File: src/hdl/idd_pkg.sv
// ----------------------------------------------------------------------------
// idd_pkg
// Shared widths, reset values, register indexes, state types and structs of
// the motion idle display dimmer.
// ----------------------------------------------------------------------------
package idd_pkg;

  localparam int SCREEN_COUNT  = 3;
  localparam int SCREEN_BITS   = 2;
  localparam int TIME_BITS     = 32;
  localparam int SAMPLE_BITS   = 12;
  localparam int LEVEL_BITS    = 8;
  localparam int HOUR_BITS     = 5;
  localparam int TAP_BITS      = 8;
  localparam int TAP_EVENT_BIT = 7;
  localparam int CFG_ADDR_BITS = 3;
  localparam int CFG_DATA_BITS = 32;

  // one multiplier digit and one quotient bit per cycle
  localparam int MUL_STEPS = LEVEL_BITS;
  localparam int CNT_BITS  = $clog2(MUL_STEPS);
  localparam int ACC_BITS  = TIME_BITS + LEVEL_BITS;

  localparam logic [TIME_BITS-1:0]   TAP_HOLDOFF_MS = TIME_BITS'(250);

  localparam logic [SAMPLE_BITS-1:0] RST_MOTION_THR  = SAMPLE_BITS'(10);
  localparam logic [TIME_BITS-1:0]   RST_DIM_DELAY   = TIME_BITS'(300000);
  localparam logic [TIME_BITS-1:0]   RST_RAMP_LENGTH = TIME_BITS'(120000);
  localparam logic [TIME_BITS-1:0]   RST_SLEEP_DELAY = TIME_BITS'(900000);
  localparam logic [LEVEL_BITS-1:0]  RST_FULL_LEVEL  = LEVEL_BITS'(180);
  localparam logic [LEVEL_BITS-1:0]  RST_NIGHT_LEVEL = LEVEL_BITS'(1);
  localparam logic [HOUR_BITS-1:0]   RST_QUIET_START = HOUR_BITS'(22);
  localparam logic [HOUR_BITS-1:0]   RST_QUIET_END   = HOUR_BITS'(5);

  localparam logic [CFG_ADDR_BITS-1:0] CFG_MOTION_THR  = CFG_ADDR_BITS'(0);
  localparam logic [CFG_ADDR_BITS-1:0] CFG_DIM_DELAY   = CFG_ADDR_BITS'(1);
  localparam logic [CFG_ADDR_BITS-1:0] CFG_RAMP_LENGTH = CFG_ADDR_BITS'(2);
  localparam logic [CFG_ADDR_BITS-1:0] CFG_SLEEP_DELAY = CFG_ADDR_BITS'(3);
  localparam logic [CFG_ADDR_BITS-1:0] CFG_FULL_LEVEL  = CFG_ADDR_BITS'(4);
  localparam logic [CFG_ADDR_BITS-1:0] CFG_NIGHT_LEVEL = CFG_ADDR_BITS'(5);
  localparam logic [CFG_ADDR_BITS-1:0] CFG_QUIET_START = CFG_ADDR_BITS'(6);
  localparam logic [CFG_ADDR_BITS-1:0] CFG_QUIET_END   = CFG_ADDR_BITS'(7);

  typedef enum logic [2:0] {
    ST_IDLE,
    ST_FRONT,
    ST_IDLE_TIME,
    ST_SLEEP_CHK,
    ST_RAMP_CHK,
    ST_RAMP,
    ST_DONE
  } ctl_state_t;

  typedef enum logic [1:0] {
    MD_IDLE,
    MD_MUL,
    MD_DIV,
    MD_DONE
  } md_state_t;

  typedef struct packed {
    logic [TIME_BITS-1:0]          now_ms;
    logic [HOUR_BITS-1:0]          local_hour;
    logic                          clock_ok;
    logic                          tap_valid;
    logic [TAP_BITS-1:0]           tap_status;
    logic                          sample_valid;
    logic signed [SAMPLE_BITS-1:0] accel_x;
    logic signed [SAMPLE_BITS-1:0] accel_y;
    logic signed [SAMPLE_BITS-1:0] accel_z;
  } in_item_t;

  typedef struct packed {
    logic [SCREEN_BITS-1:0] screen;
    logic                   scr_chg;
    logic                   motion_seen;
    logic [TIME_BITS-1:0]   last_motion_time;
  } front_stat_t;

endpackage

File: src/hdl/idd_in_if.sv
// ----------------------------------------------------------------------------
// idd_in_if
// Poll channel: valid/ready handshake with one poll item as payload.
// ----------------------------------------------------------------------------
interface idd_in_if;
  import idd_pkg::*;

  logic                          valid;
  logic                          ready;
  logic [TIME_BITS-1:0]          now_ms;
  logic [HOUR_BITS-1:0]          local_hour;
  logic                          clock_ok;
  logic                          tap_valid;
  logic [TAP_BITS-1:0]           tap_status;
  logic                          sample_valid;
  logic signed [SAMPLE_BITS-1:0] accel_x;
  logic signed [SAMPLE_BITS-1:0] accel_y;
  logic signed [SAMPLE_BITS-1:0] accel_z;

  modport source (
    output valid, now_ms, local_hour, clock_ok, tap_valid, tap_status,
           sample_valid, accel_x, accel_y, accel_z,
    input  ready
  );

  modport sink (
    input  valid, now_ms, local_hour, clock_ok, tap_valid, tap_status,
           sample_valid, accel_x, accel_y, accel_z,
    output ready
  );
endinterface

File: src/hdl/idd_out_if.sv
// ----------------------------------------------------------------------------
// idd_out_if
// Result channel: valid/ready handshake with one display result as payload.
// ----------------------------------------------------------------------------
interface idd_out_if;
  import idd_pkg::*;

  logic                   valid;
  logic                   ready;
  logic [SCREEN_BITS-1:0] screen_index;
  logic                   screen_changed;
  logic                   panel_asleep;
  logic                   power_changed;
  logic [LEVEL_BITS-1:0]  contrast_level;
  logic                   redraw_request;

  modport source (
    output valid, screen_index, screen_changed, panel_asleep, power_changed,
           contrast_level, redraw_request,
    input  ready
  );

  modport sink (
    input  valid, screen_index, screen_changed, panel_asleep, power_changed,
           contrast_level, redraw_request,
    output ready
  );
endinterface

File: src/hdl/idd_front.sv
// ----------------------------------------------------------------------------
// idd_front
// Tap and motion detection: screen stepping with tap holdoff, per-axis
// change test against the previous sample, last motion time tracking.
// ----------------------------------------------------------------------------
module idd_front (
  input  logic                              clk,
  input  logic                              rst_n,
  input  logic                              step,
  input  idd_pkg::in_item_t                 item,
  input  logic [idd_pkg::SAMPLE_BITS-1:0]   motion_thr,
  output idd_pkg::front_stat_t              stat
);
  import idd_pkg::*;

  logic [SCREEN_BITS-1:0] screen_r, screen_nxt;
  logic                   scr_chg_r, scr_chg_nxt;
  logic [TIME_BITS-1:0]   last_tap_r, last_tap_nxt;
  logic [TIME_BITS-1:0]   last_motion_r, last_motion_nxt;
  logic                   motion_seen_r, motion_seen_nxt;
  logic [SAMPLE_BITS-1:0] prev_x_r, prev_x_nxt;
  logic [SAMPLE_BITS-1:0] prev_y_r, prev_y_nxt;
  logic [SAMPLE_BITS-1:0] prev_z_r, prev_z_nxt;
  logic                   prev_valid_r, prev_valid_nxt;

  logic [TIME_BITS-1:0]   tap_gap;
  logic                   tap_hit;
  logic                   moved;

  function automatic logic [SAMPLE_BITS:0] abs_diff(
    input logic [SAMPLE_BITS-1:0] a,
    input logic [SAMPLE_BITS-1:0] b
  );
    logic [SAMPLE_BITS:0] dl;
    dl = {a[SAMPLE_BITS-1], a} - {b[SAMPLE_BITS-1], b};
    return dl[SAMPLE_BITS] ? (~dl + 1'b1) : dl;
  endfunction

  assign tap_gap = item.now_ms - last_tap_r;
  assign tap_hit = item.tap_valid && item.tap_status[TAP_EVENT_BIT] &&
                   (tap_gap >= TAP_HOLDOFF_MS);

  assign moved = item.sample_valid && prev_valid_r &&
                 ((abs_diff(item.accel_x, prev_x_r) >= {1'b0, motion_thr}) ||
                  (abs_diff(item.accel_y, prev_y_r) >= {1'b0, motion_thr}) ||
                  (abs_diff(item.accel_z, prev_z_r) >= {1'b0, motion_thr}));

  always_comb begin
    screen_nxt      = screen_r;
    scr_chg_nxt     = scr_chg_r;
    last_tap_nxt    = last_tap_r;
    last_motion_nxt = last_motion_r;
    motion_seen_nxt = motion_seen_r;
    prev_x_nxt      = prev_x_r;
    prev_y_nxt      = prev_y_r;
    prev_z_nxt      = prev_z_r;
    prev_valid_nxt  = prev_valid_r;
    if (step) begin
      scr_chg_nxt = tap_hit;
      if (tap_hit) begin
        screen_nxt   = (screen_r == SCREEN_BITS'(SCREEN_COUNT - 1)) ?
                       '0 : screen_r + 1'b1;
        last_tap_nxt = item.now_ms;
      end
      if (tap_hit || moved) begin
        last_motion_nxt = item.now_ms;
        motion_seen_nxt = 1'b1;
      end
      if (item.sample_valid) begin
        prev_x_nxt     = item.accel_x;
        prev_y_nxt     = item.accel_y;
        prev_z_nxt     = item.accel_z;
        prev_valid_nxt = 1'b1;
      end
    end
  end

  always_ff @(posedge clk) begin
    if (!rst_n) begin
      screen_r      <= '0;
      scr_chg_r     <= 1'b0;
      last_tap_r    <= '0;
      last_motion_r <= '0;
      motion_seen_r <= 1'b0;
      prev_x_r      <= '0;
      prev_y_r      <= '0;
      prev_z_r      <= '0;
      prev_valid_r  <= 1'b0;
    end else begin
      screen_r      <= screen_nxt;
      scr_chg_r     <= scr_chg_nxt;
      last_tap_r    <= last_tap_nxt;
      last_motion_r <= last_motion_nxt;
      motion_seen_r <= motion_seen_nxt;
      prev_x_r      <= prev_x_nxt;
      prev_y_r      <= prev_y_nxt;
      prev_z_r      <= prev_z_nxt;
      prev_valid_r  <= prev_valid_nxt;
    end
  end

  assign stat.screen           = screen_r;
  assign stat.scr_chg          = scr_chg_r;
  assign stat.motion_seen      = motion_seen_r;
  assign stat.last_motion_time = last_motion_r;
endmodule

File: src/hdl/idd_muldiv.sv
// ----------------------------------------------------------------------------
// idd_muldiv
// Ramp step unit: floor(elapsed * span / ramp), multiplier digit-serial over
// the span bits, then a restoring divide that yields one quotient bit a cycle.
// ----------------------------------------------------------------------------
module idd_muldiv (
  input  logic                             clk,
  input  logic                             rst_n,
  input  logic                             start,
  input  logic [idd_pkg::TIME_BITS-1:0]    elapsed,
  input  logic [idd_pkg::LEVEL_BITS-1:0]   span,
  input  logic [idd_pkg::TIME_BITS-1:0]    ramp,
  output logic                             done,
  output logic [idd_pkg::LEVEL_BITS-1:0]   quot
);
  import idd_pkg::*;

  md_state_t             state_r, state_nxt;
  logic [CNT_BITS-1:0]   cnt_r, cnt_nxt;
  logic [ACC_BITS-1:0]   acc_r, acc_nxt;
  logic [LEVEL_BITS-1:0] dsh_r, dsh_nxt;

  logic                  last_step;
  logic [TIME_BITS:0]    trial;
  logic [TIME_BITS:0]    trial_sub;
  logic                  ge;

  assign last_step = (cnt_r == CNT_BITS'(MUL_STEPS - 1));

  // product < ramp * 2^LEVEL_BITS, so the upper part already sits below ramp
  assign trial     = {acc_r[ACC_BITS-1:LEVEL_BITS], acc_r[LEVEL_BITS-1]};
  assign trial_sub = trial - {1'b0, ramp};
  assign ge        = (trial >= {1'b0, ramp});

  always_comb begin
    state_nxt = state_r;
    case (state_r)
      MD_IDLE: if (start) state_nxt = MD_MUL;
      MD_MUL:  if (last_step) state_nxt = MD_DIV;
      MD_DIV:  if (last_step) state_nxt = MD_DONE;
      MD_DONE: state_nxt = MD_IDLE;
      default: state_nxt = MD_IDLE;
    endcase
  end

  always_comb begin
    cnt_nxt = cnt_r;
    acc_nxt = acc_r;
    dsh_nxt = dsh_r;
    case (state_r)
      MD_IDLE: begin
        if (start) begin
          cnt_nxt = '0;
          acc_nxt = '0;
          dsh_nxt = span;
        end
      end
      MD_MUL: begin
        acc_nxt = {acc_r[ACC_BITS-2:0], 1'b0} +
                  (dsh_r[LEVEL_BITS-1] ? {{LEVEL_BITS{1'b0}}, elapsed} : '0);
        dsh_nxt = {dsh_r[LEVEL_BITS-2:0], 1'b0};
        cnt_nxt = last_step ? '0 : cnt_r + 1'b1;
      end
      MD_DIV: begin
        acc_nxt = {(ge ? trial_sub[TIME_BITS-1:0] : trial[TIME_BITS-1:0]),
                   acc_r[LEVEL_BITS-2:0], ge};
        cnt_nxt = last_step ? '0 : cnt_r + 1'b1;
      end
      default: ;
    endcase
  end

  always_ff @(posedge clk) begin
    if (!rst_n) begin
      state_r <= MD_IDLE;
      cnt_r   <= '0;
    end else begin
      state_r <= state_nxt;
      cnt_r   <= cnt_nxt;
    end
  end

  always_ff @(posedge clk) begin
    acc_r <= acc_nxt;
    dsh_r <= dsh_nxt;
  end

  assign done = (state_r == MD_DONE);
  assign quot = acc_r[LEVEL_BITS-1:0];
endmodule

File: src/hdl/motion_idle_display_dimmer.sv
// ----------------------------------------------------------------------------
// motion_idle_display_dimmer
// Display power and contrast control from taps, accelerometer motion and
// quiet hours.
// ----------------------------------------------------------------------------
// Usage:
//   in_if   poll items (time, hour, tap byte, accel sample), valid/ready.
//   out_if  one result per poll (screen, sleep state, contrast, redraw).
//   cfg_*   write port, index 0..7: user writes only while idle, unchecked.
// One poll is worked on at a time. in_if.ready is high only while no poll
// is in flight. A poll passes the front and idle time states; with a valid
// clock in quiet hours it goes on to the sleep check, then the ramp check
// and ramp states when a ramp step is due; the ramp step is set by the
// multiply/divide unit, shift-add then restoring division, one bit per
// step, and its own done state. The sequencer done state loads the result
// register, and the next poll can transfer once the sequencer is idle again.
// The result sits in an output register: the next poll is taken and worked
// on while a result waits, and the block stalls only when a second result
// is ready before the first one is taken.
// Reset (rst_n low, synchronous) loads the register defaults, clears the
// tap, motion and sleep state, sets contrast to full and empties the output
// register. No clearing pass is needed.
// ----------------------------------------------------------------------------
module motion_idle_display_dimmer (
  input  logic                                clk,
  input  logic                                rst_n,
  idd_in_if.sink                              in_if,
  idd_out_if.source                           out_if,
  input  logic                                cfg_we,
  input  logic [idd_pkg::CFG_ADDR_BITS-1:0]   cfg_addr,
  input  logic [idd_pkg::CFG_DATA_BITS-1:0]   cfg_wdata
);
  import idd_pkg::*;

  // configuration
  logic [SAMPLE_BITS-1:0] motion_thr_r;
  logic [TIME_BITS-1:0]   dim_delay_r;
  logic [TIME_BITS-1:0]   ramp_length_r;
  logic [TIME_BITS-1:0]   sleep_delay_r;
  logic [LEVEL_BITS-1:0]  full_level_r;
  logic [LEVEL_BITS-1:0]  night_level_r;
  logic [HOUR_BITS-1:0]   quiet_start_r;
  logic [HOUR_BITS-1:0]   quiet_end_r;

  ctl_state_t             state_r, state_nxt;
  in_item_t               item_r, item_nxt;
  logic [TIME_BITS-1:0]   idle_r, idle_nxt;
  logic [TIME_BITS-1:0]   elapsed_r, elapsed_nxt;
  logic                   asleep_r, asleep_nxt;
  logic [LEVEL_BITS-1:0]  contrast_r, contrast_nxt;
  logic                   pwr_chg_r, pwr_chg_nxt;

  logic                   out_valid_r, out_valid_nxt;
  logic [SCREEN_BITS-1:0] out_screen_r;
  logic                   out_scr_chg_r;
  logic                   out_asleep_r;
  logic                   out_pwr_chg_r;
  logic [LEVEL_BITS-1:0]  out_contrast_r;
  logic                   out_redraw_r;

  front_stat_t            fstat;
  logic                   accept;
  logic                   quiet;
  logic                   sleep_now;
  logic                   past_dim;
  logic                   ramp_over;
  logic                   full_ge_night;
  logic [LEVEL_BITS-1:0]  span;
  logic                   md_start;
  logic                   md_done;
  logic [LEVEL_BITS-1:0]  md_quot;
  logic                   out_free;
  logic                   out_load;

  assign accept        = in_if.valid && (state_r == ST_IDLE);
  assign quiet         = (item_r.local_hour >= quiet_start_r) ||
                         (item_r.local_hour < quiet_end_r);
  assign sleep_now     = (idle_r >= sleep_delay_r);
  assign past_dim      = (idle_r > dim_delay_r);
  assign ramp_over     = (elapsed_r >= ramp_length_r);
  assign full_ge_night = (full_level_r >= night_level_r);
  assign span          = full_ge_night ? (full_level_r - night_level_r) :
                                         (night_level_r - full_level_r);
  assign out_free      = !out_valid_r || out_if.ready;

  idd_front u_front (
    .clk        (clk),
    .rst_n      (rst_n),
    .step       (state_r == ST_FRONT),
    .item       (item_r),
    .motion_thr (motion_thr_r),
    .stat       (fstat)
  );

  idd_muldiv u_muldiv (
    .clk     (clk),
    .rst_n   (rst_n),
    .start   (md_start),
    .elapsed (elapsed_r),
    .span    (span),
    .ramp    (ramp_length_r),
    .done    (md_done),
    .quot    (md_quot)
  );

  always_ff @(posedge clk) begin
    if (!rst_n) begin
      motion_thr_r  <= RST_MOTION_THR;
      dim_delay_r   <= RST_DIM_DELAY;
      ramp_length_r <= RST_RAMP_LENGTH;
      sleep_delay_r <= RST_SLEEP_DELAY;
      full_level_r  <= RST_FULL_LEVEL;
      night_level_r <= RST_NIGHT_LEVEL;
      quiet_start_r <= RST_QUIET_START;
      quiet_end_r   <= RST_QUIET_END;
    end else if (cfg_we) begin
      case (cfg_addr)
        CFG_MOTION_THR:  motion_thr_r  <= cfg_wdata[SAMPLE_BITS-1:0];
        CFG_DIM_DELAY:   dim_delay_r   <= cfg_wdata[TIME_BITS-1:0];
        CFG_RAMP_LENGTH: ramp_length_r <= cfg_wdata[TIME_BITS-1:0];
        CFG_SLEEP_DELAY: sleep_delay_r <= cfg_wdata[TIME_BITS-1:0];
        CFG_FULL_LEVEL:  full_level_r  <= cfg_wdata[LEVEL_BITS-1:0];
        CFG_NIGHT_LEVEL: night_level_r <= cfg_wdata[LEVEL_BITS-1:0];
        CFG_QUIET_START: quiet_start_r <= cfg_wdata[HOUR_BITS-1:0];
        CFG_QUIET_END:   quiet_end_r   <= cfg_wdata[HOUR_BITS-1:0];
        default: ;
      endcase
    end
  end

  // sequencer next state
  always_comb begin
    state_nxt = state_r;
    case (state_r)
      ST_IDLE:      if (accept) state_nxt = ST_FRONT;
      ST_FRONT:     state_nxt = ST_IDLE_TIME;
      ST_IDLE_TIME: state_nxt = (item_r.clock_ok && quiet) ? ST_SLEEP_CHK : ST_DONE;
      ST_SLEEP_CHK: state_nxt = (!sleep_now && past_dim) ? ST_RAMP_CHK : ST_DONE;
      ST_RAMP_CHK:  state_nxt = ramp_over ? ST_DONE : ST_RAMP;
      ST_RAMP:      if (md_done) state_nxt = ST_DONE;
      ST_DONE:      if (out_free) state_nxt = ST_IDLE;
      default:      state_nxt = ST_IDLE;
    endcase
  end

  // sequencer outputs and datapath
  always_comb begin
    item_nxt     = item_r;
    idle_nxt     = idle_r;
    elapsed_nxt  = elapsed_r;
    asleep_nxt   = asleep_r;
    contrast_nxt = contrast_r;
    pwr_chg_nxt  = pwr_chg_r;
    md_start     = 1'b0;
    out_load     = 1'b0;
    case (state_r)
      ST_IDLE: begin
        if (accept) begin
          item_nxt.now_ms       = in_if.now_ms;
          item_nxt.local_hour   = in_if.local_hour;
          item_nxt.clock_ok     = in_if.clock_ok;
          item_nxt.tap_valid    = in_if.tap_valid;
          item_nxt.tap_status   = in_if.tap_status;
          item_nxt.sample_valid = in_if.sample_valid;
          item_nxt.accel_x      = in_if.accel_x;
          item_nxt.accel_y      = in_if.accel_y;
          item_nxt.accel_z      = in_if.accel_z;
          pwr_chg_nxt           = 1'b0;
        end
      end
      ST_IDLE_TIME: begin
        // no motion yet reads as fully idle
        idle_nxt = fstat.motion_seen ? (item_r.now_ms - fstat.last_motion_time) :
                                       sleep_delay_r;
        if (item_r.clock_ok && !quiet) begin
          if (asleep_r) begin
            asleep_nxt  = 1'b0;
            pwr_chg_nxt = 1'b1;
          end
          contrast_nxt = full_level_r;
        end
      end
      ST_SLEEP_CHK: begin
        if (sleep_now != asleep_r) begin
          asleep_nxt  = sleep_now;
          pwr_chg_nxt = 1'b1;
        end
        if (!sleep_now) begin
          if (past_dim) begin
            elapsed_nxt = idle_r - dim_delay_r;
          end else begin
            contrast_nxt = full_level_r;
          end
        end
      end
      ST_RAMP_CHK: begin
        if (ramp_over) begin
          contrast_nxt = night_level_r;
        end else begin
          md_start = 1'b1;
        end
      end
      ST_RAMP: begin
        if (md_done) begin
          contrast_nxt = full_ge_night ? (full_level_r - md_quot) :
                                         (full_level_r + md_quot);
        end
      end
      ST_DONE: begin
        out_load = out_free;
      end
      default: ;
    endcase
  end

  assign out_valid_nxt = out_load || (out_valid_r && !out_if.ready);

  always_ff @(posedge clk) begin
    if (!rst_n) begin
      state_r     <= ST_IDLE;
      asleep_r    <= 1'b0;
      contrast_r  <= RST_FULL_LEVEL;
      pwr_chg_r   <= 1'b0;
      out_valid_r <= 1'b0;
    end else begin
      state_r     <= state_nxt;
      asleep_r    <= asleep_nxt;
      contrast_r  <= contrast_nxt;
      pwr_chg_r   <= pwr_chg_nxt;
      out_valid_r <= out_valid_nxt;
    end
  end

  always_ff @(posedge clk) begin
    item_r    <= item_nxt;
    idle_r    <= idle_nxt;
    elapsed_r <= elapsed_nxt;
    if (out_load) begin
      out_screen_r   <= fstat.screen;
      out_scr_chg_r  <= fstat.scr_chg;
      out_asleep_r   <= asleep_r;
      out_pwr_chg_r  <= pwr_chg_r;
      out_contrast_r <= contrast_r;
      out_redraw_r   <= fstat.scr_chg || pwr_chg_r;
    end
  end

  assign in_if.ready           = (state_r == ST_IDLE);
  assign out_if.valid          = out_valid_r;
  assign out_if.screen_index   = out_screen_r;
  assign out_if.screen_changed = out_scr_chg_r;
  assign out_if.panel_asleep   = out_asleep_r;
  assign out_if.power_changed  = out_pwr_chg_r;
  assign out_if.contrast_level = out_contrast_r;
  assign out_if.redraw_request = out_redraw_r;
endmodule

File: src/flat_wrapper.sv
// flat-port wrapper written by rule: the top's interface ports become plain ports
module motion_idle_display_dimmer_flat import idd_pkg::*;
  (clk, rst_n, cfg_we, cfg_addr, cfg_wdata, in_if_valid, in_if_now_ms, in_if_local_hour, in_if_clock_ok, in_if_tap_valid, in_if_tap_status, in_if_sample_valid, in_if_accel_x, in_if_accel_y, in_if_accel_z, in_if_ready, out_if_valid, out_if_screen_index, out_if_screen_changed, out_if_panel_asleep, out_if_power_changed, out_if_contrast_level, out_if_redraw_request, out_if_ready);
  idd_in_if in_if_i ();
  idd_out_if out_if_i ();
  input  logic clk;
  input  logic rst_n;
  input  logic cfg_we;
  input  logic [idd_pkg::CFG_ADDR_BITS-1:0] cfg_addr;
  input  logic [idd_pkg::CFG_DATA_BITS-1:0] cfg_wdata;
  input wire logic [$bits(in_if_i.valid)-1:0] in_if_valid;
  input wire logic [$bits(in_if_i.now_ms)-1:0] in_if_now_ms;
  input wire logic [$bits(in_if_i.local_hour)-1:0] in_if_local_hour;
  input wire logic [$bits(in_if_i.clock_ok)-1:0] in_if_clock_ok;
  input wire logic [$bits(in_if_i.tap_valid)-1:0] in_if_tap_valid;
  input wire logic [$bits(in_if_i.tap_status)-1:0] in_if_tap_status;
  input wire logic [$bits(in_if_i.sample_valid)-1:0] in_if_sample_valid;
  input wire logic [$bits(in_if_i.accel_x)-1:0] in_if_accel_x;
  input wire logic [$bits(in_if_i.accel_y)-1:0] in_if_accel_y;
  input wire logic [$bits(in_if_i.accel_z)-1:0] in_if_accel_z;
  output wire logic [$bits(in_if_i.ready)-1:0] in_if_ready;
  output wire logic [$bits(out_if_i.valid)-1:0] out_if_valid;
  output wire logic [$bits(out_if_i.screen_index)-1:0] out_if_screen_index;
  output wire logic [$bits(out_if_i.screen_changed)-1:0] out_if_screen_changed;
  output wire logic [$bits(out_if_i.panel_asleep)-1:0] out_if_panel_asleep;
  output wire logic [$bits(out_if_i.power_changed)-1:0] out_if_power_changed;
  output wire logic [$bits(out_if_i.contrast_level)-1:0] out_if_contrast_level;
  output wire logic [$bits(out_if_i.redraw_request)-1:0] out_if_redraw_request;
  input wire logic [$bits(out_if_i.ready)-1:0] out_if_ready;
  assign in_if_i.valid = in_if_valid;
  assign in_if_i.now_ms = in_if_now_ms;
  assign in_if_i.local_hour = in_if_local_hour;
  assign in_if_i.clock_ok = in_if_clock_ok;
  assign in_if_i.tap_valid = in_if_tap_valid;
  assign in_if_i.tap_status = in_if_tap_status;
  assign in_if_i.sample_valid = in_if_sample_valid;
  assign in_if_i.accel_x = in_if_accel_x;
  assign in_if_i.accel_y = in_if_accel_y;
  assign in_if_i.accel_z = in_if_accel_z;
  assign in_if_ready = in_if_i.ready;
  assign out_if_valid = out_if_i.valid;
  assign out_if_screen_index = out_if_i.screen_index;
  assign out_if_screen_changed = out_if_i.screen_changed;
  assign out_if_panel_asleep = out_if_i.panel_asleep;
  assign out_if_power_changed = out_if_i.power_changed;
  assign out_if_contrast_level = out_if_i.contrast_level;
  assign out_if_redraw_request = out_if_i.redraw_request;
  assign out_if_i.ready = out_if_ready;
  motion_idle_display_dimmer u_core (.clk(clk), .rst_n(rst_n), .in_if(in_if_i), .out_if(out_if_i), .cfg_we(cfg_we), .cfg_addr(cfg_addr), .cfg_wdata(cfg_wdata));
endmodule
File: config.mk
export PLATFORM = sky130hd
export DESIGN_NAME = motion_idle_display_dimmer_flat
export DESIGN_NICKNAME = d
export VERILOG_FILES = /design/src/hdl/idd_pkg.sv /design/src/hdl/idd_in_if.sv /design/src/hdl/idd_out_if.sv /design/src/hdl/idd_front.sv /design/src/hdl/idd_muldiv.sv /design/src/hdl/motion_idle_display_dimmer.sv /design/src/flat_wrapper.sv
export SDC_FILE = /design/constraint.sdc
export NUM_CORES = 1
export LEC_CHECK = 0
export ABC_AREA = 0
export BUFFER_PORTS_ARGS = -buffer_cell sky130_fd_sc_hd__clkbuf_2
export CAP_MARGIN = 20
export CORE_AREA = 2 2 286 288
export CTS_CLUSTER_DIAMETER = 150
export DETAILED_ROUTE_END_ITERATION = 10
export DIE_AREA = 0 0 288 290
export HOLD_SLACK_MARGIN = 0.15
export MAX_ROUTING_LAYER = met4
export PLACE_DENSITY_LB_ADDON = 0.12
export REMOVE_ABC_BUFFERS = 1
export SYNTH_ARGS = -nofsm -noshare
export SYNTH_HDL_FRONTEND = slang
export SYNTH_SLANG_ARGS = --single-unit
export TNS_END_PERCENT = 30
File: constraint.sdc
create_clock -name clk -period 13.1 [get_ports clk]
set_clock_uncertainty 0.15 [all_clocks]
set_input_delay 1.31 -clock clk [delete_from_list [all_inputs] [get_ports clk]]
set_output_delay 1.31 -clock clk [all_outputs]
set_load 0.03 [all_outputs]
==> results of run 1 <==
## routing by layer
layer	vias to the layer above	track usage	wire length [microns]
met5	-	-	0
met4	0	0.0502	1990
met3	101	0.0247	2850
met2	359	0.299	35400
met1	11500	0.273	40200
li1	13200	-	-
## logic make-up after synthesis
logic type / Yosys count / share of synthesized area
AND/OR/NAND/NOR: 1135 / 0.163
AO/OA/AOI/OAI: 972 / 0.202
flip-flops: 461 / 0.353
buffers and inverters: 449 / 0.0540
adder cells (fa/ha/maj): 348 / 0.139
XOR/XNOR: 191 / 0.0524
multiplexers: 114 / 0.0364
## flip-flops by register name, summed over array words and instances, names as in the netlist, 12 cells and up
signal,count
u_core.u_front.prev_y_r,12
u_core.u_front.last_motion_r,32
u_core.idle_r,32
u_core.motion_thr_r,12
u_core.dim_delay_r,32
u_core.ramp_length_r,32
u_core.u_front.prev_z_r,12
u_core.u_front.last_tap_r,32
u_core.u_front.prev_x_r,12
u_core.item_r,77
u_core.u_muldiv.acc_r,40
u_core.elapsed_r,32
u_core.sleep_delay_r,32
## per-stage QoR
stage          hold slack, ns  area, sq um  worst slack (ns)
6_report                0.276        35400              6.89
5_1_grt                 0.292        35400              6.43
4_1_cts                 0.279        35400              6.90
3_5_place_dp            0.263        33600              6.95
3_3_place_gp            0.262        33600              6.95
2_1_floorplan           0.250        31400              5.61
## report_power, final
part / leakage [nW] / switching, mW / internal [mW]
sequential: 3.98 / 0.104 / 1.66
clock: 0.891 / 0.640 / 0.877
combinational: 8.86 / 1.06 / 0.758
total: 13.7 / 1.80 / 3.29
## layout by cell type, fill, tap and decap left out, drive strengths merged, types with 13 or more instances in the layout
cell    instances
xor2           76
o211ai         57
a21oi         213
o21bai         16
nand2b         56
nand4          44
a211oi         31
inv           321
o31ai          18
o22ai          35
a31oi          29
and2           48
o31a           13
nor3           63
xnor2         115
nor2          190
or3            14
and3           20
nand2         545
clkbuf        208
nand3          51
buf            21
a21boi        142
o21a           45
dfxtp         258
clkinv         24
ha            337
o21ai         166
mux2i          98
mux2           16
nor2b          47
edfxtp        203
a21o          106
## worst max-delay path: stages, from the launching register on
cell and delay, ns:
edfxtp_1 0.34, inv_1 0.05, ha_1 0.23, fa_1 0.41, nand2b_1 0.18, a211oi_1 0.33, o21ai_0 0.23, a211o_1 0.36
o21ai_0 0.17, o21ai_0 0.11, buf_4 0.18, nor2b_1 0.14, xnor2_1 0.12, ha_1 0.30, a21o_1 0.18, a31oi_1 0.14
o21ai_0 0.11, o31ai_1 0.23, a21oi_1 0.09, or4b_2 0.68, a41o_1 0.26, o311ai_1 0.44, o21ai_4 0.09, buf_4 0.32
mux2i_1 0.19
## final timing paths
kind | from | end | slack (ns) | cells past startpoint
max | u_core.item_r[12]$_DFFE_PP_ | u_core.u_front.last_motion_r[29]$_SDFFE_PN0P_ | 6.89 | 24
min | u_core.contrast_r[5]$_SDFFE_PN1P_ | u_core.out_if.contrast_level[5]$_DFFE_PP_ | 0.28 | 0
max reg2reg | u_core.item_r[12]$_DFFE_PP_ | u_core.u_front.last_motion_r[29]$_SDFFE_PN0P_ | 6.89 | 24
min reg2reg | u_core.contrast_r[5]$_SDFFE_PN1P_ | u_core.out_if.contrast_level[5]$_DFFE_PP_ | 0.28 | 0
## layout make-up
cell class	count	area [sq um]
fillers	8025	44700
flip-flops and latches	461	11300
repair buffers	154	863
clock inverters	31	228
clock buffers	75	1560
inverters	317	1190
well taps	1060	1330
multi-input cells	2760	19000
==> results.tsv, run 1 <==
metric	value	unit
yosysUniqueCellTypes	82	
clk_pin_slew	0.06	ns
grt-ovfl-total	0	
diodes	0	
cap_violations	0	
die_w	288	microns
drc_errors	0	
cts_max_path_buffers	3	
startpoint_type	flop	
cts.repair.resized	0	
drt_wl_total	80500	microns
die-area	0.0835	sq mm
fin_crit	6.21	ns
place_congestion	0.884	
numPlacedInstances	4750	
relSlewSlack	0.308	
synth_edf_count	203	
synth_common_cells	nand2_1, ha_1, inv_1, dfxtp_1, a21oi_1	
yosysTopAreaCell	edfxtp_1	
cts_root_buf	clkbuf_16	
fin_tns_setup	0	ns
io_pins	140	
grt_pass1_wl	129000	microns
final-max-slew-violation-count	0	
port_buffers	132	
tritoncts	yes	
hold_violations	0	
start_util	0.398	
antenna_found_initial	0	
p_leak	13.7	nW
grt_max_degree	171	
cts_inserted_buffers	56	
worst_pin_slew	1.04	ns
crit_fanout	33	
h-tree-depth	2	
worst_setup_path_end_kind	flop	
coreArea	0.0802	sq mm
drtAntennaViolNets	0	
ys_top_cells_by_area	edfxtp_1, dfxtp_1, ha_1, nand2_1, inv_1	
postCtsSetupBuffers	0	
dp_hpwl	61600	microns
syn_area_per_cell	8.70	sq um
cp_data_arrival_time	6.54	ns
ys_async_sr_fraction	0	
clk_latency	0.62	ns
final_layout_size_suffix_gt1_frac	0.0769	
syn_to_final_growth	11.0	%
synthFlopType	dfxtp_1	
power_density	144	mW/mm^2
total_power	5.09	mW
hp-class	flop to flop	
firstDrtPassIters	5	
viasPerCell	5.17	
worstSetupPathType	flop to flop	
yosysSeqAreaShare	0.353	
rsz0062_at_grt	no	
synth_seq_cells	461	
syn-instance-count	3670	
ir_worst_vdd	0.000121	V
fmax	161	MHz
track_usage	0.196	
yosys_warnings	0	
nets	4222	
drtIter0Drc	1483	
critical_path_required	13.42	ns
vias	25100	
final_cells	4858	
utilization	0.442	
die_h	290	microns
grt_pass1_vias	23900	
core.rowCount	104	
wl_per_cell	16.6	microns
status	complete, no violations	
fin_crit_sh	0.474	
clock_sinks	461	
synth_top_cell_area_share	0.191	
syn_area	0.0319	sq mm
holdBufCountCts	0	
finalSetupViolCount	0	
post-synth-top-count-cell	nand2_1	
Note: power is estimated with default switching activity, not from simulation.
==> run 2: changes to the inputs <==
==> constraint.sdc (replaced) <==
create_clock -name clk -period 6.1 [get_ports clk]
set_clock_uncertainty 0.15 [all_clocks]
set_input_delay 0.61 -clock clk [delete_from_list [all_inputs] [get_ports clk]]
set_output_delay 0.61 -clock clk [all_outputs]
set_load 0.03 [all_outputs]
==> run 2 against run 1 <==
Against the previous run: via count is 1.6% higher; power up 120%; global-route usage rose by 0.49 points; setup slack worse by 6.6 ns; cell count increased by 1.9%; fmax is 7.4% higher; core utilization up 1.4 points; clock power grew 130%; combinational power rose by 120%; largest cell class unchanged.
==> results.tsv, run 2 (synthesized netlist as in run 1, its figures left out) <==
metric	value	unit	change
worst_setup_path_end_kind	flop		unchanged
reg2reg_slack	0.31	ns	was 6.89 ns
vias	25500		was 25.1k
cts_max_path_buffers	3		unchanged
power_density	309	mW/mm^2	was 144 mW/mm^2
diodes	0		unchanged
port_buffers	132		unchanged
final-max-slew-violation-count	0		unchanged
cts_root_buf	clkbuf_16		unchanged
min-delay-start	cfg_wdata[17]		was u_core.contrast_r[5]$_SDFFE_PN1P_
final_cells	4948		was 4858
fin_crit_sh	0.948		was 0.474
fmax	173	MHz	was 161 MHz
fin_tns_setup	0	ns	unchanged
p_leak	14.2	nW	was 13.7 nW
numPlacedInstances	4754		was 4750
drtAntennaViolNets	0		unchanged
relSlewSlack	0.298		was 0.308
cap_violations	0		unchanged
finalSetupViolCount	0		unchanged
clk_latency	0.62	ns	about the same
hold_violations	0		unchanged
wl_per_cell	16.7	microns	was 16.6 microns
die_w	288	microns	unchanged
grt-ovfl-total	0		unchanged
r2r-start	u_core.item_r[14]$_DFFE_PP_		was u_core.item_r[12]$_DFFE_PP_
final_common_cell	nand2_1		unchanged
core.rowCount	104		unchanged
ir_worst_vdd	0.000261	V	was 0.000121 V
viasPerCell	5.16		was 5.17
start_util	0.398		unchanged
grt_pass1_wl	132000	microns	was 129000 microns
hold_end	u_core.ramp_length_r[17]$_SDFFE_PN0P_		was u_core.out_if.contrast_level[5]$_DFFE_PP_
place_congestion	0.866		was 0.884
crit_fanout	33		unchanged
clock_sinks	461		unchanged
worstHoldPathCells	3		was 0
antenna_found_initial	0		unchanged
status	complete, no violations		unchanged
drt_wl_total	82600	microns	was 80500 microns
clk_pin_slew	0.06	ns	about the same
fin_crit	5.79	ns	was 6.21 ns
cp_data_arrival_time	6.13	ns	was 6.54 ns
track_usage	0.201		was 0.196
critical_path_required	6.44	ns	was 13.42 ns
die_h	290	microns	unchanged
top_regs	u_core.item_r (77), u_core.u_muldiv.acc_r (40)		unchanged
syn_to_final_growth	14.5	%	was 11.0%
largest_reg_flops	77		unchanged
nets	4313		was 4222
tritoncts	yes		unchanged
final_cell_mix	nand2_1, ha_1, inv_1		unchanged
top_register	u_core.item_r		unchanged
io_pins	140		unchanged
firstDrtPassIters	6		was 5
hp-class	input port to flop		was flop to flop
grt_pass1_vias	24000		was 23.9k
worstSetupPathType	flop to flop		unchanged
coreArea	0.0802	sq mm	unchanged
startpoint_type	flop		unchanged
grt_max_degree	124		was 171
drc_errors	0		unchanged
die-area	0.0835	sq mm	unchanged
worst_r2r_path_depth	19		was 24
h-tree-depth	2		unchanged
final_layout_size_suffix_gt1_frac	0.0790		was 0.0769
reg2reg_to	u_core.u_front.last_motion_r[29]$_SDFFE_PN0P_		unchanged
drtIter0Drc	1474		was 1483
worst_pin_slew	1.04	ns	about the same
cts_inserted_buffers	55		was 56
dp_hpwl	62600	microns	was 61600 microns
## run 2: cell types whose count changed in the layout (fill, tap and decap cells not counted), sizes merged
cell,previous run,this run
dlygate4sd3,0,89
clkinv,24,13
clkbuf,208,215
buf,21,25
bufinv,2,3
## run 2: layout make-up
class	count	area (sq um)
Fill cell	7996	43600
Multi-Input combinational cell	2760	19000
Sequential cell	461	11300
Clock buffer	83	1780
Timing Repair Buffer	246	1770
Tap cell	1060	1330
Inverter	317	1190
Clock inverter	21	201
## run 2: repair_timing
| action | 4_1_cts | 5_1_grt |
|---|---|---|
| endpoints found under the hold margin | 112 | 0 |
| buffers inserted | 0 | 0 |
| gates resized for setup | 0 | 4 |
| setup endpoints to repair | 0 | 33 |
| hold buffers | 89 | 0 |
## run 2: layer usage
layer,vias to the layer above,track usage,share of wire
met3,108,0.0256,0.033
met2,355,0.308,0.44
li1,13400,-,-
met5,-,-,0
met4,0,0.0473,0.022
met1,11700,0.280,0.50
## run 2: worst max-delay path, stage by stage, from the launching register on
cell       delay, ns
edfxtp_1        0.38
ha_1            0.37
nor2b_1         0.18
a221oi_2        0.30
mux2_2          0.37
nor3_1          0.36
nand4_1         0.16
or2_2           0.31
o31ai_1         0.26
xnor2_1         0.17
ha_1            0.27
a21o_1          0.16
a2111oi_0       0.41
nand2_1         0.08
or4b_2          0.62
a41o_1          0.25
o311ai_2        0.37
o21ai_4         0.11
buf_12          0.19
mux2i_1         0.14
## run 2: how the worst max path moves through the flow
stage / startpoint / to / depth (start not counted)
after floorplan: u_core.u_muldiv.acc_r[21]$_DFFE_PP_ / u_core.u_muldiv.acc_r[19]$_DFFE_PP_ / 10
after global placement: u_core.item_r[12]$_DFFE_PP_ / u_core.u_front.motion_seen_r$_SDFFE_PN0P_ / 23
after detailed placement: u_core.item_r[14]$_DFFE_PP_ / u_core.u_front.motion_seen_r$_SDFFE_PN0P_ / 19
after CTS: u_core.item_r[14]$_DFFE_PP_ / u_core.u_front.motion_seen_r$_SDFFE_PN0P_ / 19
after global routing: u_core.item_r[12]$_DFFE_PP_ / u_core.u_front.last_motion_r[22]$_SDFFE_PN0P_ / 23
final: u_core.item_r[14]$_DFFE_PP_ / u_core.u_front.last_motion_r[29]$_SDFFE_PN0P_ / 19
## run 2: power breakdown
group,internal (mW),switching (mW)
Combinational,1.67,2.29
Sequential,3.56,0.229
Clock,2.14,1.40
Total,7.36,3.92
## run 2: metrics by stage
stage | cell area (sq um) | setup WS [ns] | util | power (mW) | hold WS (ns)
6_report | 36500 | 0.315 | 0.456 | 11.3 | 0.184
3_3_place_gp | 33600 | 0.228 | 0.420 | 7.73 | 0.265
4_1_cts | 36500 | 0.153 | 0.455 | 11.4 | 0.156
3_5_place_dp | 33600 | 0.166 | 0.420 | 7.74 | 0.270
5_1_grt | 36500 | -0.0534 | 0.456 | 12.0 | 0.166
2_1_floorplan | 31400 | -1.39 | - | 6.77 | 0.250
==> run 3: changes to the inputs <==
--- a/config.mk
+++ b/config.mk
@@ -8,10 +8,10 @@
 export ABC_AREA = 0
 export BUFFER_PORTS_ARGS = -buffer_cell sky130_fd_sc_hd__clkbuf_2
 export CAP_MARGIN = 20
-export CORE_AREA = 2 2 286 288
+export CORE_AREA = 2 2 234 236
 export CTS_CLUSTER_DIAMETER = 150
 export DETAILED_ROUTE_END_ITERATION = 10
-export DIE_AREA = 0 0 288 290
+export DIE_AREA = 0 0 236 238
 export HOLD_SLACK_MARGIN = 0.15
 export MAX_ROUTING_LAYER = met4
 export PLACE_DENSITY_LB_ADDON = 0.12
==> run 3 against run 2 <==
Against the previous run: sequential share of layout area rose by 0.50 points; largest cell class unchanged; sequential power barely moved; setup slack got worse by 0.10 ns; largest power group unchanged; first-iteration DRC count rose by 13%; via count rose by 4.9%; fmax fell by 1.7%; clock power fell by 7.3%; highest routed layer unchanged; register-to-register slack got worse by 0.10 ns; critical endpoint is now u_core.u_front.last_motion_r[22]$_SDFFE_PN0P_.
==> results.tsv, run 3 (synthesized netlist as in run 1, its figures left out) <==
metric	value	unit	change
clock_sinks	461		unchanged
drt_wl_total	80800	microns	was 82600 microns
status	complete, no violations		unchanged
cp_num_buf_inv	1		unchanged
drtIter0Drc	1667		was 1474
worst_setup_path_end_kind	flop		unchanged
place_congestion	0.955		was 0.866
p_leak	14.1	nW	was 14.2 nW
tritoncts	yes		unchanged
critical_path_required	6.42	ns	was 6.44 ns
fill_cells	4335		was 7996
final_cells	4579		was 4948
grt_pass1_vias	26100		was 24.0k
drc_errors	0		unchanged
clk_latency	0.61	ns	was 0.62 ns
top_register	u_core.item_r		unchanged
crit_family	compound AO/OA/AOI/OAI gates		unchanged
drtAntennaViolNets	0		unchanged
top_regs	u_core.item_r (77), u_core.u_muldiv.acc_r (40)		unchanged
grt_pass1_wl	131000	microns	was 132000 microns
place_ws	0.214	ns	was 0.166 ns
holdWs	0.195	ns	was 0.184 ns
reg2reg_slack	0.21	ns	was 0.31 ns
nets	4310		was 4313
worst_pin_slew	1.06	ns	was 1.04 ns
die_w	236	microns	was 288 microns
final_common_cell	nand2_1		unchanged
cp_data_arrival_time	6.21	ns	was 6.13 ns
cts_root_buf	clkbuf_16		unchanged
cp_slowest_cell	or4b_2		unchanged
final_cell_mix	nand2_1, ha_1, inv_1		unchanged
coreArea	0.0535	sq mm	was 0.0802 sq mm
power_density	308	mW/mm^2	was 309 mW/mm^2
wl_per_cell	17.7	microns	was 16.7 microns
start_util	0.597		was 0.398
startpoint_type	flop		unchanged
antenna_found_initial	1		was 0
crit_top_cell	ha_1		unchanged
path_cells	ha_1 -> nor2b_1 -> a221oi_1 -> mux2_2 -> nor3_2 -> nand4_1 -> or2_2 -> o31ai_1 -> xnor2_1 -> ha_1 -> a21o_1 -> a2111oi_1 -> nand2_1 -> or4b_2 -> a41o_1 -> o311ai_2 -> o21ai_4 -> buf_12 -> mux2i_1		was ha_1 -> nor2b_1 -> a221oi_2 -> mux2_2 -> nor3_1 -> nand4_1 -> or2_2 -> o31ai_1 -> xnor2_1 -> ha_1 -> a21o_1 -> a2111oi_0 -> nand2_1 -> or4b_2 -> a41o_1 -> o311ai_2 -> o21ai_4 -> buf_12 -> mux2i_1
relSlewSlack	0.292		was 0.298
cts_max_path_buffers	3		unchanged
grt_max_degree	178		was 124
die-area	0.0562	sq mm	was 0.0835 sq mm
slowest_delay	0.63	ns	was 0.62 ns
cts_inserted_buffers	52		was 55
firstDrtPassIters	7		was 6
clk_pin_slew	0.06	ns	about the same
hold_violations	0		unchanged
die_h	238	microns	was 290 microns
grt-ovfl-total	0		unchanged
final_layout_size_suffix_gt1_frac	0.0762		was 0.0790
syn_to_final_growth	12.7	%	was 14.5%
dp_hpwl	60300	microns	was 62600 microns
fin_crit_sh	0.965		was 0.948
ir_worst_vdd	0.000242	V	was 0.000261 V
viasPerCell	5.85		was 5.16
vias	26800		was 25.5k
hp-class	input port to flop		unchanged
rsz0062_at_grt	no		
final-max-slew-violation-count	0		unchanged
finalWorstSetupSlack	0.214	ns	was 0.315 ns
fin_crit	5.89	ns	was 5.79 ns
finalSetupViolCount	0		unchanged
port_buffers	132		unchanged
postCtsSetupBuffers	0		unchanged
core.rowCount	85		was 104
numPlacedInstances	4386		was 4754
largest_reg_flops	77		unchanged
track_usage	0.292		was 0.201
fmax	170	MHz	was 173 MHz
cap_violations	0		unchanged
crit_fanout	33		unchanged
io_pins	140		unchanged
worstSetupPathType	flop to flop		unchanged
h-tree-depth	2		unchanged
## run 3: cell count changes in the layout (fill, tap and decap cells not counted), moves of 2 or more
cell	change
clkinv_4	+2
clkinv_2	-2
buf_4	-6
clkbuf_16	-6
dlygate4sd3_1	+3
## run 3: final cells by class
cell class	instances	area [sq um]	share of cell area
Sequential cell	461	11300	0.313
Tap cell	696	871	0.0242
Multi-Input combinational cell	2760	19000	0.529
Inverter	317	1190	0.0331
Timing Repair Buffer	246	1790	0.0499
Clock buffer	75	1600	0.0446
Antenna cell	1	2.50	0.0000696
Clock inverter	23	220	0.00613
## run 3: final timing paths
check,startpoint,to,cells past startpoint
min reg2reg,u_core.contrast_r[6]$_SDFFE_PN0P_,u_core.out_if.contrast_level[6]$_DFFE_PP_,0
max,u_core.item_r[14]$_DFFE_PP_,u_core.u_front.last_motion_r[22]$_SDFFE_PN0P_,19
max reg2reg,u_core.item_r[14]$_DFFE_PP_,u_core.u_front.last_motion_r[22]$_SDFFE_PN0P_,19
min,cfg_wdata[25],u_core.sleep_delay_r[25]$_SDFFE_PN0P_,3
## run 3: repair_timing
item | in CTS | in global routing
hold buffers | 92 | 0
endpoints found under the setup margin | 0 | 33
resized for setup | 0 | 6
endpoints found under the hold margin | 120 | 0
## run 3: report_power, final
part           internal, mW  switching [mW]  leakage [nW]
logic                  1.68            2.34          9.24
clock network          1.96            1.32         0.901
registers              3.56           0.222          3.98
total                  7.20            3.88          14.1
## run 3: tightest hold or removal path, delay by kind of cell
| kind | cells | cell delay (ns) |
|---|---|---|
| buf+inv | 1 | 0.14 |
| simple gates | 1 | 0.07 |
| compound gates | 1 | 0.07 |
## run 3: metrics by stage
| stage | area, sq um | total power [mW] | util | TNS [ns] |
|---|---|---|---|---|
| after floorplan | 31400 | 6.77 | - | -34.02 |
| after global placement | 33200 | 7.57 | 0.620 | 0 |
| after detailed placement | 33200 | 7.72 | 0.620 | 0 |
| after CTS | 35900 | 11.1 | 0.671 | 0 |
| after global routing | 36000 | 11.7 | 0.672 | 0 |
| final | 36000 | 11.1 | 0.672 | 0 |
## run 3: metal layers
layer | global-route usage | part of all wire | up-vias
li1 | - | - | 13400
met1 | 0.369 | 0.45 | 12600
met2 | 0.491 | 0.48 | 618
met3 | 0.0309 | 0.040 | 154
met4 | 0.0990 | 0.030 | 0
met5 | - | 0 | -
